**config.mk**
```make
export PLATFORM = sky130hd
export DESIGN_NAME = genotype_call_tally_core
export DESIGN_NICKNAME = d
export VERILOG_FILES = /design/src/rtl/gct_pkg.sv /design/src/rtl/gct_ram.sv /design/src/rtl/genotype_call_tally_core.sv
export SDC_FILE = /design/constraint.sdc
export NUM_CORES = 2
export LEC_CHECK = 0
export BUFFER_PORTS_ARGS = -buffer_cell sky130_fd_sc_hd__buf_2
export CORE_MARGIN = 8
export CORE_UTILIZATION = 57
export DETAILED_ROUTE_END_ITERATION = 6
export PLACE_DENSITY = 0.82
export SKIP_CTS_REPAIR_TIMING = 1
export SYNTH_ARGS = -nofsm -noshare
export SYNTH_HDL_FRONTEND = slang
export SYNTH_HIERARCHICAL = 1
export SYNTH_SLANG_ARGS = --single-unit
```
**constraint.sdc**
```tcl
create_clock -name clk -period 5.8 [get_ports clk]
set_clock_uncertainty 0.1 [all_clocks]
set_input_delay 0.29 -clock clk [delete_from_list [all_inputs] [get_ports clk]]
set_output_delay 0.29 -clock clk [all_outputs]
set_load 0.005 [all_outputs]
```
**src/rtl/gct_pkg.sv**
```systemverilog
// Shared types and constants for the genotype call tally block.
// Holds call codes, opcodes, register indexes, tally layout and FSM states.
// No dependencies.
package gct_pkg;

  // Call codes
  typedef enum logic [2:0] {
    CALL_NA = 3'd0,
    CALL_NC = 3'd1,
    CALL_AA = 3'd2,
    CALL_BB = 3'd3,
    CALL_AB = 3'd4
  } call_t;

  localparam int NUM_KINDS   = 5;
  localparam int OWN_BASE    = 0;
  localparam int REF_BASE    = OWN_BASE + NUM_KINDS;
  localparam int PAIR_BASE   = REF_BASE + NUM_KINDS;
  localparam int TALLY_DEPTH = PAIR_BASE + NUM_KINDS * NUM_KINDS;
  localparam int TALLY_AW    = $clog2(TALLY_DEPTH);

  // Three counters are bumped for every counted probe
  localparam int NUM_TALLIES = 3;
  localparam logic [1:0] LAST_STEP = 2'(NUM_TALLIES - 1);

  // Opcodes carried on tuser
  localparam logic OP_PROBE = 1'b0;
  localparam logic OP_READ  = 1'b1;

  // Field widths fixed by the item format
  localparam int FRAC_W  = 16;
  localparam int BEADS_W = 8;
  localparam int CALL_W  = 3;
  localparam int INDEX_W = 6;
  localparam int READ_W  = 32;
  localparam int SNR_W   = 8;
  localparam int THR_W   = 16;

  // Input tdata bits that do not scale with the signal width
  localparam int IN_FIXED_W = FRAC_W + 2 + 2 * BEADS_W + CALL_W + INDEX_W;
  localparam int OUT_DATA_W = ((CALL_W + 1 + READ_W + 7) / 8) * 8;

  // Configuration registers
  localparam int CFG_IDX_W  = 3;
  localparam int CFG_DATA_W = 16;
  localparam logic [CFG_IDX_W-1:0] REG_BALANCE_CUTOFF = 3'd0;
  localparam logic [CFG_IDX_W-1:0] REG_MIN_SIGNAL     = 3'd1;
  localparam logic [CFG_IDX_W-1:0] REG_MIN_SNR        = 3'd2;
  localparam logic [CFG_IDX_W-1:0] REG_SD_LIMIT       = 3'd3;
  localparam logic [CFG_IDX_W-1:0] REG_MIN_BEADS      = 3'd4;
  localparam logic [FRAC_W-1:0]    BALANCE_CUTOFF_RST = 16'd768;

  // Sequencer states
  typedef enum logic [2:0] {
    ST_IDLE,
    ST_EXEC,
    ST_RDWAIT,
    ST_INC,
    ST_DONE
  } state_t;

endpackage

```
**src/rtl/gct_ram.sv**
```systemverilog
// Generic single-clock RAM: one write port, one read port, registered read.
// Stand-alone; no package dependency.
module gct_ram #(
  parameter int WIDTH = 32,
  parameter int DEPTH = 35,
  localparam int AW = $clog2(DEPTH)
) (
  input  logic             clk,
  input  logic             we,
  input  logic [AW-1:0]    waddr,
  input  logic [WIDTH-1:0] wdata,
  input  logic [AW-1:0]    raddr,
  output logic [WIDTH-1:0] rdata
);

  logic [WIDTH-1:0] mem [DEPTH];

  always_ff @(posedge clk) begin
    if (we) begin
      mem[waddr] <= wdata;
    end
    rdata <= mem[raddr];
  end

endmodule

```
**src/rtl/genotype_call_tally_core.sv**
```systemverilog
// Genotype caller with own, reference and pair call tallies held in one RAM.
// Depends on gct_pkg and gct_ram.
//
// Channel  | Direction | Handshake          | Carries
// ---------+-----------+--------------------+-----------------------------------------
// in_      | slave     | in_tvalid/tready   | probe or counter read request
// out_     | master    | out_tvalid/tready  | call, counted flag, counter value
// cfg_     | write     | cfg_we             | thresholds by register index
//
// Sequencing: one request at a time, sequenced around a single RAM port pair.
//   A counted probe runs EXEC (classify), then three read-modify-writes in INC,
//   serial through the one write port and overlapped on the RAM, then DONE (result).
//   A counter read runs EXEC, RDWAIT and DONE; a missing-signal probe EXEC and DONE.
// Reset: rst_n synchronous, active low. Counters read as zero until first
//   written, through a valid bit per RAM entry; no clearing pass is needed.
// Stalls: a finished result waits in DONE until the output register is free;
//   the output register holds one result while the next request is taken.
module genotype_call_tally_core #(
  parameter int COUNT_WIDTH  = 32,
  parameter int SIGNAL_WIDTH = 16,
  localparam int IN_DATA_W = ((gct_pkg::IN_FIXED_W + 4 * SIGNAL_WIDTH + 7) / 8) * 8
) (
  input  logic                            clk,
  input  logic                            rst_n,
  // in_tdata, lowest bit up: balance_frac, signal_a, signal_b, missing_a, missing_b,
  //   spread_a, spread_b, beads_a, beads_b, reference_call, counter_index, zero fill
  input  logic                            in_tvalid,
  output logic                            in_tready,
  input  logic [IN_DATA_W-1:0]            in_tdata,
  // in_tuser: opcode
  input  logic                            in_tuser,
  // out_tdata, lowest bit up: call, counted, read_value, zero fill
  output logic                            out_tvalid,
  input  logic                            out_tready,
  output logic [gct_pkg::OUT_DATA_W-1:0]  out_tdata,
  input  logic                            cfg_we,
  input  logic [gct_pkg::CFG_IDX_W-1:0]   cfg_index,
  input  logic [gct_pkg::CFG_DATA_W-1:0]  cfg_data
);

  import gct_pkg::*;

  localparam int SW     = SIGNAL_WIDTH;
  localparam int CMP_W  = (SW > THR_W) ? SW : THR_W;
  localparam int PROD_W = SNR_W + SW;

  // tdata field offsets
  localparam int OFF_SIG_A   = FRAC_W;
  localparam int OFF_SIG_B   = OFF_SIG_A + SW;
  localparam int OFF_MISS_A  = OFF_SIG_B + SW;
  localparam int OFF_MISS_B  = OFF_MISS_A + 1;
  localparam int OFF_SPR_A   = OFF_MISS_B + 1;
  localparam int OFF_SPR_B   = OFF_SPR_A + SW;
  localparam int OFF_BEADS_A = OFF_SPR_B + SW;
  localparam int OFF_BEADS_B = OFF_BEADS_A + BEADS_W;
  localparam int OFF_REF     = OFF_BEADS_B + BEADS_W;
  localparam int OFF_IDX     = OFF_REF + CALL_W;

  // Configuration registers
  logic [FRAC_W-1:0] balance_cutoff_r;
  logic [THR_W-1:0]  min_signal_r;
  logic [SNR_W-1:0]  min_snr_r;
  logic [THR_W-1:0]  sd_limit_r;
  logic [BEADS_W-1:0] min_beads_r;

  // Request registers
  logic               op_r;
  logic [FRAC_W-1:0]  frac_r;
  logic [SW-1:0]      sig_a_r, sig_b_r;
  logic               miss_a_r, miss_b_r;
  logic [SW-1:0]      spr_a_r, spr_b_r;
  logic [BEADS_W-1:0] beads_a_r, beads_b_r;
  logic [CALL_W-1:0]  ref_r;
  logic [INDEX_W-1:0] idx_r;
  logic [PROD_W-1:0]  prod_a_r, prod_b_r;

  // Sequencer
  state_t                state_r, state_nxt;
  logic [1:0]            step_r, step_nxt;
  call_t                 own_r, own_nxt;
  logic [TALLY_AW-1:0]   ref_addr_r, ref_addr_nxt;
  logic [TALLY_AW-1:0]   pair_addr_r, pair_addr_nxt;
  logic [TALLY_DEPTH-1:0] valid_r;
  logic                  rd_hit_r, rd_hit_nxt;
  logic                  rd_ok;

  // Result
  call_t             res_call_r, res_call_nxt;
  logic              res_counted_r, res_counted_nxt;
  logic [READ_W-1:0] res_value_r, res_value_nxt;
  logic              out_tvalid_r;
  logic [OUT_DATA_W-1:0] out_tdata_r;
  logic              out_load;

  // RAM port
  logic                   ram_we;
  logic [TALLY_AW-1:0]    ram_waddr, ram_raddr;
  logic [COUNT_WIDTH-1:0] ram_wdata, ram_rdata;
  logic [COUNT_WIDTH-1:0] cnt_eff;

  // Classification
  logic                is_ab, snr_a_bad, snr_b_bad, snr_bad;
  logic [SW-1:0]       sig_sel, sd_sel;
  logic [BEADS_W-1:0]  beads_sel;
  call_t               base_call, own_call;
  logic [CALL_W-1:0]   ref_code;
  logic [TALLY_AW-1:0] own_addr, ref_addr, pair_addr, step_addr, next_addr;
  logic                idx_in_range;

  logic in_accept;
  assign in_accept = in_tvalid && in_tready;
  assign in_tready = (state_r == ST_IDLE);

  // Configuration writes
  always_ff @(posedge clk) begin
    if (!rst_n) begin
      balance_cutoff_r <= BALANCE_CUTOFF_RST;
      min_signal_r     <= '0;
      min_snr_r        <= '0;
      sd_limit_r       <= '0;
      min_beads_r      <= '0;
    end else if (cfg_we) begin
      case (cfg_index)
        REG_BALANCE_CUTOFF: balance_cutoff_r <= cfg_data[FRAC_W-1:0];
        REG_MIN_SIGNAL:     min_signal_r     <= cfg_data[THR_W-1:0];
        REG_MIN_SNR:        min_snr_r        <= cfg_data[SNR_W-1:0];
        REG_SD_LIMIT:       sd_limit_r       <= cfg_data[THR_W-1:0];
        REG_MIN_BEADS:      min_beads_r      <= cfg_data[BEADS_W-1:0];
        default: ;
      endcase
    end
  end

  // Capture the request; form the SNR products straight away
  always_ff @(posedge clk) begin
    if (in_accept) begin
      op_r      <= in_tuser;
      frac_r    <= in_tdata[0 +: FRAC_W];
      sig_a_r   <= in_tdata[OFF_SIG_A +: SW];
      sig_b_r   <= in_tdata[OFF_SIG_B +: SW];
      miss_a_r  <= in_tdata[OFF_MISS_A];
      miss_b_r  <= in_tdata[OFF_MISS_B];
      spr_a_r   <= in_tdata[OFF_SPR_A +: SW];
      spr_b_r   <= in_tdata[OFF_SPR_B +: SW];
      beads_a_r <= in_tdata[OFF_BEADS_A +: BEADS_W];
      beads_b_r <= in_tdata[OFF_BEADS_B +: BEADS_W];
      ref_r     <= in_tdata[OFF_REF +: CALL_W];
      idx_r     <= in_tdata[OFF_IDX +: INDEX_W];
      prod_a_r  <= PROD_W'(min_snr_r) * PROD_W'(in_tdata[OFF_SPR_A +: SW]);
      prod_b_r  <= PROD_W'(min_snr_r) * PROD_W'(in_tdata[OFF_SPR_B +: SW]);
    end
  end

  // Call the probe: balance first, then the quality gates in priority order
  always_comb begin
    is_ab     = (frac_r < balance_cutoff_r);
    snr_a_bad = (spr_a_r != '0) && (PROD_W'(sig_a_r) < prod_a_r);
    snr_b_bad = (spr_b_r != '0) && (PROD_W'(sig_b_r) < prod_b_r);
    if (is_ab) begin
      base_call = CALL_AB;
      sig_sel   = (sig_a_r < sig_b_r) ? sig_a_r : sig_b_r;
      sd_sel    = (spr_a_r > spr_b_r) ? spr_a_r : spr_b_r;
      beads_sel = (beads_a_r < beads_b_r) ? beads_a_r : beads_b_r;
      snr_bad   = snr_a_bad || snr_b_bad;
    end else if (sig_a_r >= sig_b_r) begin
      base_call = CALL_AA;
      sig_sel   = sig_a_r;
      sd_sel    = spr_a_r;
      beads_sel = beads_a_r;
      snr_bad   = snr_a_bad;
    end else begin
      base_call = CALL_BB;
      sig_sel   = sig_b_r;
      sd_sel    = spr_b_r;
      beads_sel = beads_b_r;
      snr_bad   = snr_b_bad;
    end

    own_call = base_call;
    if ((min_signal_r != '0) && (CMP_W'(sig_sel) < CMP_W'(min_signal_r))) begin
      own_call = CALL_NC;
    end else if ((min_snr_r != '0) && snr_bad) begin
      own_call = CALL_NC;
    end else if ((sd_limit_r != '0) && (CMP_W'(sd_sel) < CMP_W'(sd_limit_r))) begin
      own_call = CALL_NC;
    end else if ((min_beads_r != '0) && (beads_sel < min_beads_r)) begin
      own_call = CALL_NC;
    end

    // Reference codes beyond AB tally as NA
    ref_code  = (ref_r > CALL_W'(CALL_AB)) ? CALL_W'(CALL_NA) : ref_r;
    own_addr  = TALLY_AW'(OWN_BASE) + TALLY_AW'(own_call);
    ref_addr  = TALLY_AW'(REF_BASE) + TALLY_AW'(ref_code);
    pair_addr = TALLY_AW'(PAIR_BASE) + TALLY_AW'(own_call) * TALLY_AW'(NUM_KINDS)
              + TALLY_AW'(ref_code);
    idx_in_range = (TALLY_AW'(idx_r) < TALLY_AW'(TALLY_DEPTH)) &&
                   (idx_r < INDEX_W'(TALLY_DEPTH));
  end

  // Address of the counter written in this step, and of the one read next
  always_comb begin
    case (step_r)
      2'd0:    step_addr = TALLY_AW'(OWN_BASE) + TALLY_AW'(own_r);
      2'd1:    step_addr = ref_addr_r;
      default: step_addr = pair_addr_r;
    endcase
    case (step_r)
      2'd0:    next_addr = ref_addr_r;
      default: next_addr = pair_addr_r;
    endcase
  end

  // Entries never written read as zero
  assign cnt_eff = rd_hit_r ? ram_rdata : '0;

  // Next state, RAM controls and result
  always_comb begin
    state_nxt       = state_r;
    step_nxt        = step_r;
    own_nxt         = own_r;
    ref_addr_nxt    = ref_addr_r;
    pair_addr_nxt   = pair_addr_r;
    res_call_nxt    = res_call_r;
    res_counted_nxt = res_counted_r;
    res_value_nxt   = res_value_r;
    ram_we          = 1'b0;
    ram_waddr       = step_addr;
    ram_wdata       = cnt_eff + COUNT_WIDTH'(1);
    ram_raddr       = next_addr;
    rd_ok           = 1'b1;
    out_load        = 1'b0;

    case (state_r)
      ST_IDLE: begin
        if (in_accept) begin
          state_nxt = ST_EXEC;
        end
      end
      ST_EXEC: begin
        res_call_nxt    = CALL_NA;
        res_counted_nxt = 1'b0;
        res_value_nxt   = '0;
        if (op_r == OP_READ) begin
          // Out-of-range indices read as zero
          ram_raddr = idx_in_range ? idx_r[TALLY_AW-1:0] : '0;
          rd_ok     = idx_in_range;
          state_nxt = ST_RDWAIT;
        end else if (miss_a_r || miss_b_r) begin
          state_nxt = ST_DONE;
        end else begin
          // Issue the own-call counter read and hold the other two addresses
          ram_raddr     = own_addr;
          own_nxt       = own_call;
          ref_addr_nxt  = ref_addr;
          pair_addr_nxt = pair_addr;
          step_nxt      = '0;
          state_nxt     = ST_INC;
        end
      end
      ST_RDWAIT: begin
        res_value_nxt = READ_W'(cnt_eff);
        state_nxt     = ST_DONE;
      end
      ST_INC: begin
        // Write back this counter while the next one is read
        ram_we = 1'b1;
        if (step_r == LAST_STEP) begin
          res_call_nxt    = own_r;
          res_counted_nxt = 1'b1;
          state_nxt       = ST_DONE;
        end else begin
          step_nxt = step_r + 2'd1;
        end
      end
      ST_DONE: begin
        if (!out_tvalid_r || out_tready) begin
          out_load  = 1'b1;
          state_nxt = ST_IDLE;
        end
      end
      default: begin
        state_nxt = ST_IDLE;
      end
    endcase

    rd_hit_nxt = rd_ok && valid_r[ram_raddr];
  end

  always_ff @(posedge clk) begin
    if (!rst_n) begin
      state_r      <= ST_IDLE;
      valid_r      <= '0;
      out_tvalid_r <= 1'b0;
    end else begin
      state_r <= state_nxt;
      if (ram_we) begin
        valid_r[ram_waddr] <= 1'b1;
      end
      if (out_load) begin
        out_tvalid_r <= 1'b1;
      end else if (out_tready) begin
        out_tvalid_r <= 1'b0;
      end
    end
  end

  always_ff @(posedge clk) begin
    step_r        <= step_nxt;
    own_r         <= own_nxt;
    ref_addr_r    <= ref_addr_nxt;
    pair_addr_r   <= pair_addr_nxt;
    rd_hit_r      <= rd_hit_nxt;
    res_call_r    <= res_call_nxt;
    res_counted_r <= res_counted_nxt;
    res_value_r   <= res_value_nxt;
    if (out_load) begin
      out_tdata_r <= OUT_DATA_W'({res_value_r, res_counted_r, res_call_r});
    end
  end

  assign out_tvalid = out_tvalid_r;
  assign out_tdata  = out_tdata_r;

  // All 35 counters in one RAM: own, then reference, then pair
  gct_ram #(
    .WIDTH (COUNT_WIDTH),
    .DEPTH (TALLY_DEPTH)
  ) u_tally_ram (
    .clk   (clk),
    .we    (ram_we),
    .waddr (ram_waddr),
    .wdata (ram_wdata),
    .raddr (ram_raddr),
    .rdata (ram_rdata)
  );

endmodule
```
==> flow_summary.json <==
{
  "power_density_nw_per_um2": 310,
  "crit_start": "sig_b_r[9]",
  "grt_pass1_vias": 44448,
  "worstPathArrival_ps": 7290,
  "core_sq_um": 120000,
  "die_y_um": 364,
  "async_flop_share_pct": 0,
  "rsz0062_at_grt": "yes",
  "worstReg2RegStart": "sig_b_r[9]",
  "finalCritPeriodShare_pct": 115,
  "grt_overflow": 0,
  "power.leakage_uw": 0.0302,
  "multi_input_area_sq_um": 24300,
  "violations": "negative setup slack",
  "fillCellCount": 7490,
  "crit_type": "flop to flop",
  "timing.hold.ws_ps": 32.0,
  "period_minus_slack_ps": 6700,
  "cpMaxStageDelayCell": "a221o_2",
  "yosysWarnings": 6,
  "register_area_sq_um": 43700,
  "cts_root_buf": "clkbuf_16",
  "drc": 0,
  "hp-class": "primary input to flop",
  "drive_gt1_share_pct": 19.9,
  "worstPathMaxFanout": 11,
  "max_slew.worst_pin.slew_ps": 1360,
  "dp.cells": 6724,
  "dpl.hpwl_um": 115000,
  "yosysSeqAreaShare_pct": 63.2,
  "initial_utilization_pct": 57.5,
  "die_x_um": 364,
  "vias": 45229,
  "max-vdd-ir-drop_v": 0.000306,
  "dieArea_sq_um": 133000,
  "required_ps": 6390,
  "antenna_left": 0,
  "swShare_pct": 25.2,
  "grt_use_total_pct": 26.8,
  "cp-end-kind": "flop",
  "avgViaCountPerCell": 6.32,
  "hp-start": "cfg_index[1]",
  "h-tree-depth": 4,
  "instances_no_fill": 7155,
  "drv_cap": 0,
  "final_core_util_pct": 68.1,
  "grt_pass1_wl_um": 268000,
  "synth_top_flop_cell": "edfxtp_1",
  "worstSkewPairLatency_ps": 800,
  "finalSetupTns_ps": -28730,
  "grt_max_degree": 144,
  "synth.distinct_cells": 80,
  "slew_headroom_pct": 9.39,
  "cts_buffers": 148,
  "p_int_uw": 19000,
  "routed_wl_um": 192000,
  "firstDrtPassIters": 6,
  "finalHoldViolCount": 0,
  "syn_inst": 4765,
  "port-buffer-count": 169,
  "clk_path_buf_depth": 3,
  "grt_antenna_before_repair": 9,
  "synth_area_sq_um": 69100,
  "wl_per_cell_um": 26.9,
  "seqPwrFrac_pct": 48.7,
  "start_kind": "flop",
  "setup_slack_ps": -897,
  "clkPwrFrac_pct": 37.1,
  "setup-violations-final": 38,
  "clk_pin_slew_ps": 60,
  "cts_tree": "built",
  "layout.nets": 5946,
  "synth_seq_cells": 1499,
  "fmax_ghz": 0.149,
  "synth_edf_count": 1363,
  "rows": 127,
  "slowest_delay_ps": 470,
  "syn2layout_area_growth_pct": 18.5,
  "power_frac_comb_pct": 14.3,
  "power.total_uw": 25300,
  "cts.sinks": 1499,
  "initialDrtViolationCount": 5755,
  "ios": 179,
  "routabilityCongestion": 0.921,
  "power.switching_uw": 6390,
  "avgSynthCellArea_sq_um": 14.5,
  "status": "complete, but fails checks",
  "finalMaxSlewViolations": 0
}
-- layout by cell type (no fill, tap or decap), types with 131 or more instances in the layout --
cell type,netlist,final
mux2i_1,569,568
buf_4,37,342
nand2_1,431,427
dfxtp_1,136,131
inv_1,297,294
clkbuf_16,0,157
fa_1,170,168
and2_1,168,164
edfxtp_1,1363,1363
ha_1,223,210
buf_2,17,169
-- worst max-delay path, delay by kind of cell, from the launching register on --
kind	cells	cell delay [ps]
AO/OA/AOI/OAI	11	2580
AND/OR/NAND/NOR	8	1850
multiplexers	1	280
adder cells (fa/ha/maj)	2	630
buffers and inverters	5	770
flip-flops	1	360
-- cell usage after synthesis (17+ instances only) --
| master | number | share of area, % |
|---|---|---|
| edfxtp_1 | 1363 | 59 |
| o22ai_1 | 33 | 0.30 |
| dfxtp_1 | 136 | 3.9 |
| buf_4 | 37 | 0.40 |
| a21oi_1 | 125 | 0.91 |
| o41ai_2 | 32 | 0.75 |
| clkbuf_1 | 124 | 0.67 |
| ha_1 | 223 | 4.0 |
| xor2_1 | 17 | 0.22 |
| buf_2 | 17 | 0.12 |
| o21ai_0 | 83 | 0.60 |
| nand3_1 | 37 | 0.27 |
| a22oi_1 | 132 | 1.4 |
| nor2_1 | 145 | 0.79 |
| inv_1 | 297 | 1.6 |
| fa_1 | 170 | 4.9 |
| and3_1 | 19 | 0.17 |
| and2_1 | 168 | 1.5 |
| a221oi_2 | 44 | 0.96 |
| mux2i_1 | 569 | 8.2 |
| o21a_1 | 46 | 0.50 |
| xnor2_1 | 44 | 0.56 |
| nand4_1 | 20 | 0.18 |
| mux2_2 | 27 | 0.44 |
| a21boi_0 | 77 | 0.84 |
| a221oi_1 | 22 | 0.28 |
| nand2_1 | 431 | 2.3 |
| a22o_1 | 67 | 0.85 |
| a21o_1 | 36 | 0.39 |
| nor4_1 | 27 | 0.24 |
-- layout make-up --
cell class,instances,area share [%]
inverter,297,1.37
multi-input combinational,2758,29.7
timing repair buffer,712,7.36
clock inverter,80,0.867
clock buffer,190,4.92
tap,1612,2.46
antenna,7,0.0214
sequential,1499,53.3
-- cell families (layout without fill, tap and decap cells) --
family                     count (synthesis)  in the layout  synth area share [%]
other                                      1             11               0.00543
and+or+nand+nor                          934            934                  6.37
DFF                                     1499           1499                  63.2
xor gates and xnor gates                  61             61                 0.774
AOI/OAI and AO/OA                        767            767                  8.68
muxes                                    599            599                  8.76
buffers and inverters                    511           1279                  3.24
adders and majority gates                393            393                  8.97
-- worst paths after layout --
path                                              to  slack (ps)  cells past startpoint
worst max-delay path            u_tally_ram/rdata[3]        -900                     27
worst min-delay path                 min_signal_r[1]          30                      4
worst max register to register  u_tally_ram/rdata[3]        -900                     27
worst min register to register         out_tdata[18]         310                      0
-- sequential cells by signal, indices dropped and copies added, names as in the netlist, 24 cells and up --
signal	flops
prod_b_r	24
u_tally_ram/mem	1120
prod_a_r	24
valid_r	35
out_tdata	36
u_tally_ram/rdata	32
res_value_r	32
-- metrics by stage --
stage               instance area, sq um  setup WS [ps]
global route                       81800          -1130
floorplan                          69500          -12.9
detailed placement                 74800           -862
global placement                   74800           -696
finish                             81900           -897
CTS                                79600           -857
-- power groups by stage --
stage	clock network (uW)	registers, uW	logic [uW]
floorplan	0	12500	2090
global placement	0	12500	3060
detailed placement	0	12500	3190
CTS	9390	12300	3240
global route	9810	12300	3830
finish	9390	12300	3620
-- metal layers --
metal / GRT usage, % / wire (um) / vias to the layer above
met5: 0 / 13 / -
met4: 13.1 / 11900 / 2
met3: 5.56 / 21000 / 838
met2: 45.1 / 92600 / 3082
met1: 33.0 / 66600 / 22274
li1: - / - / 19033
Power figures use the tool's default switching activity.
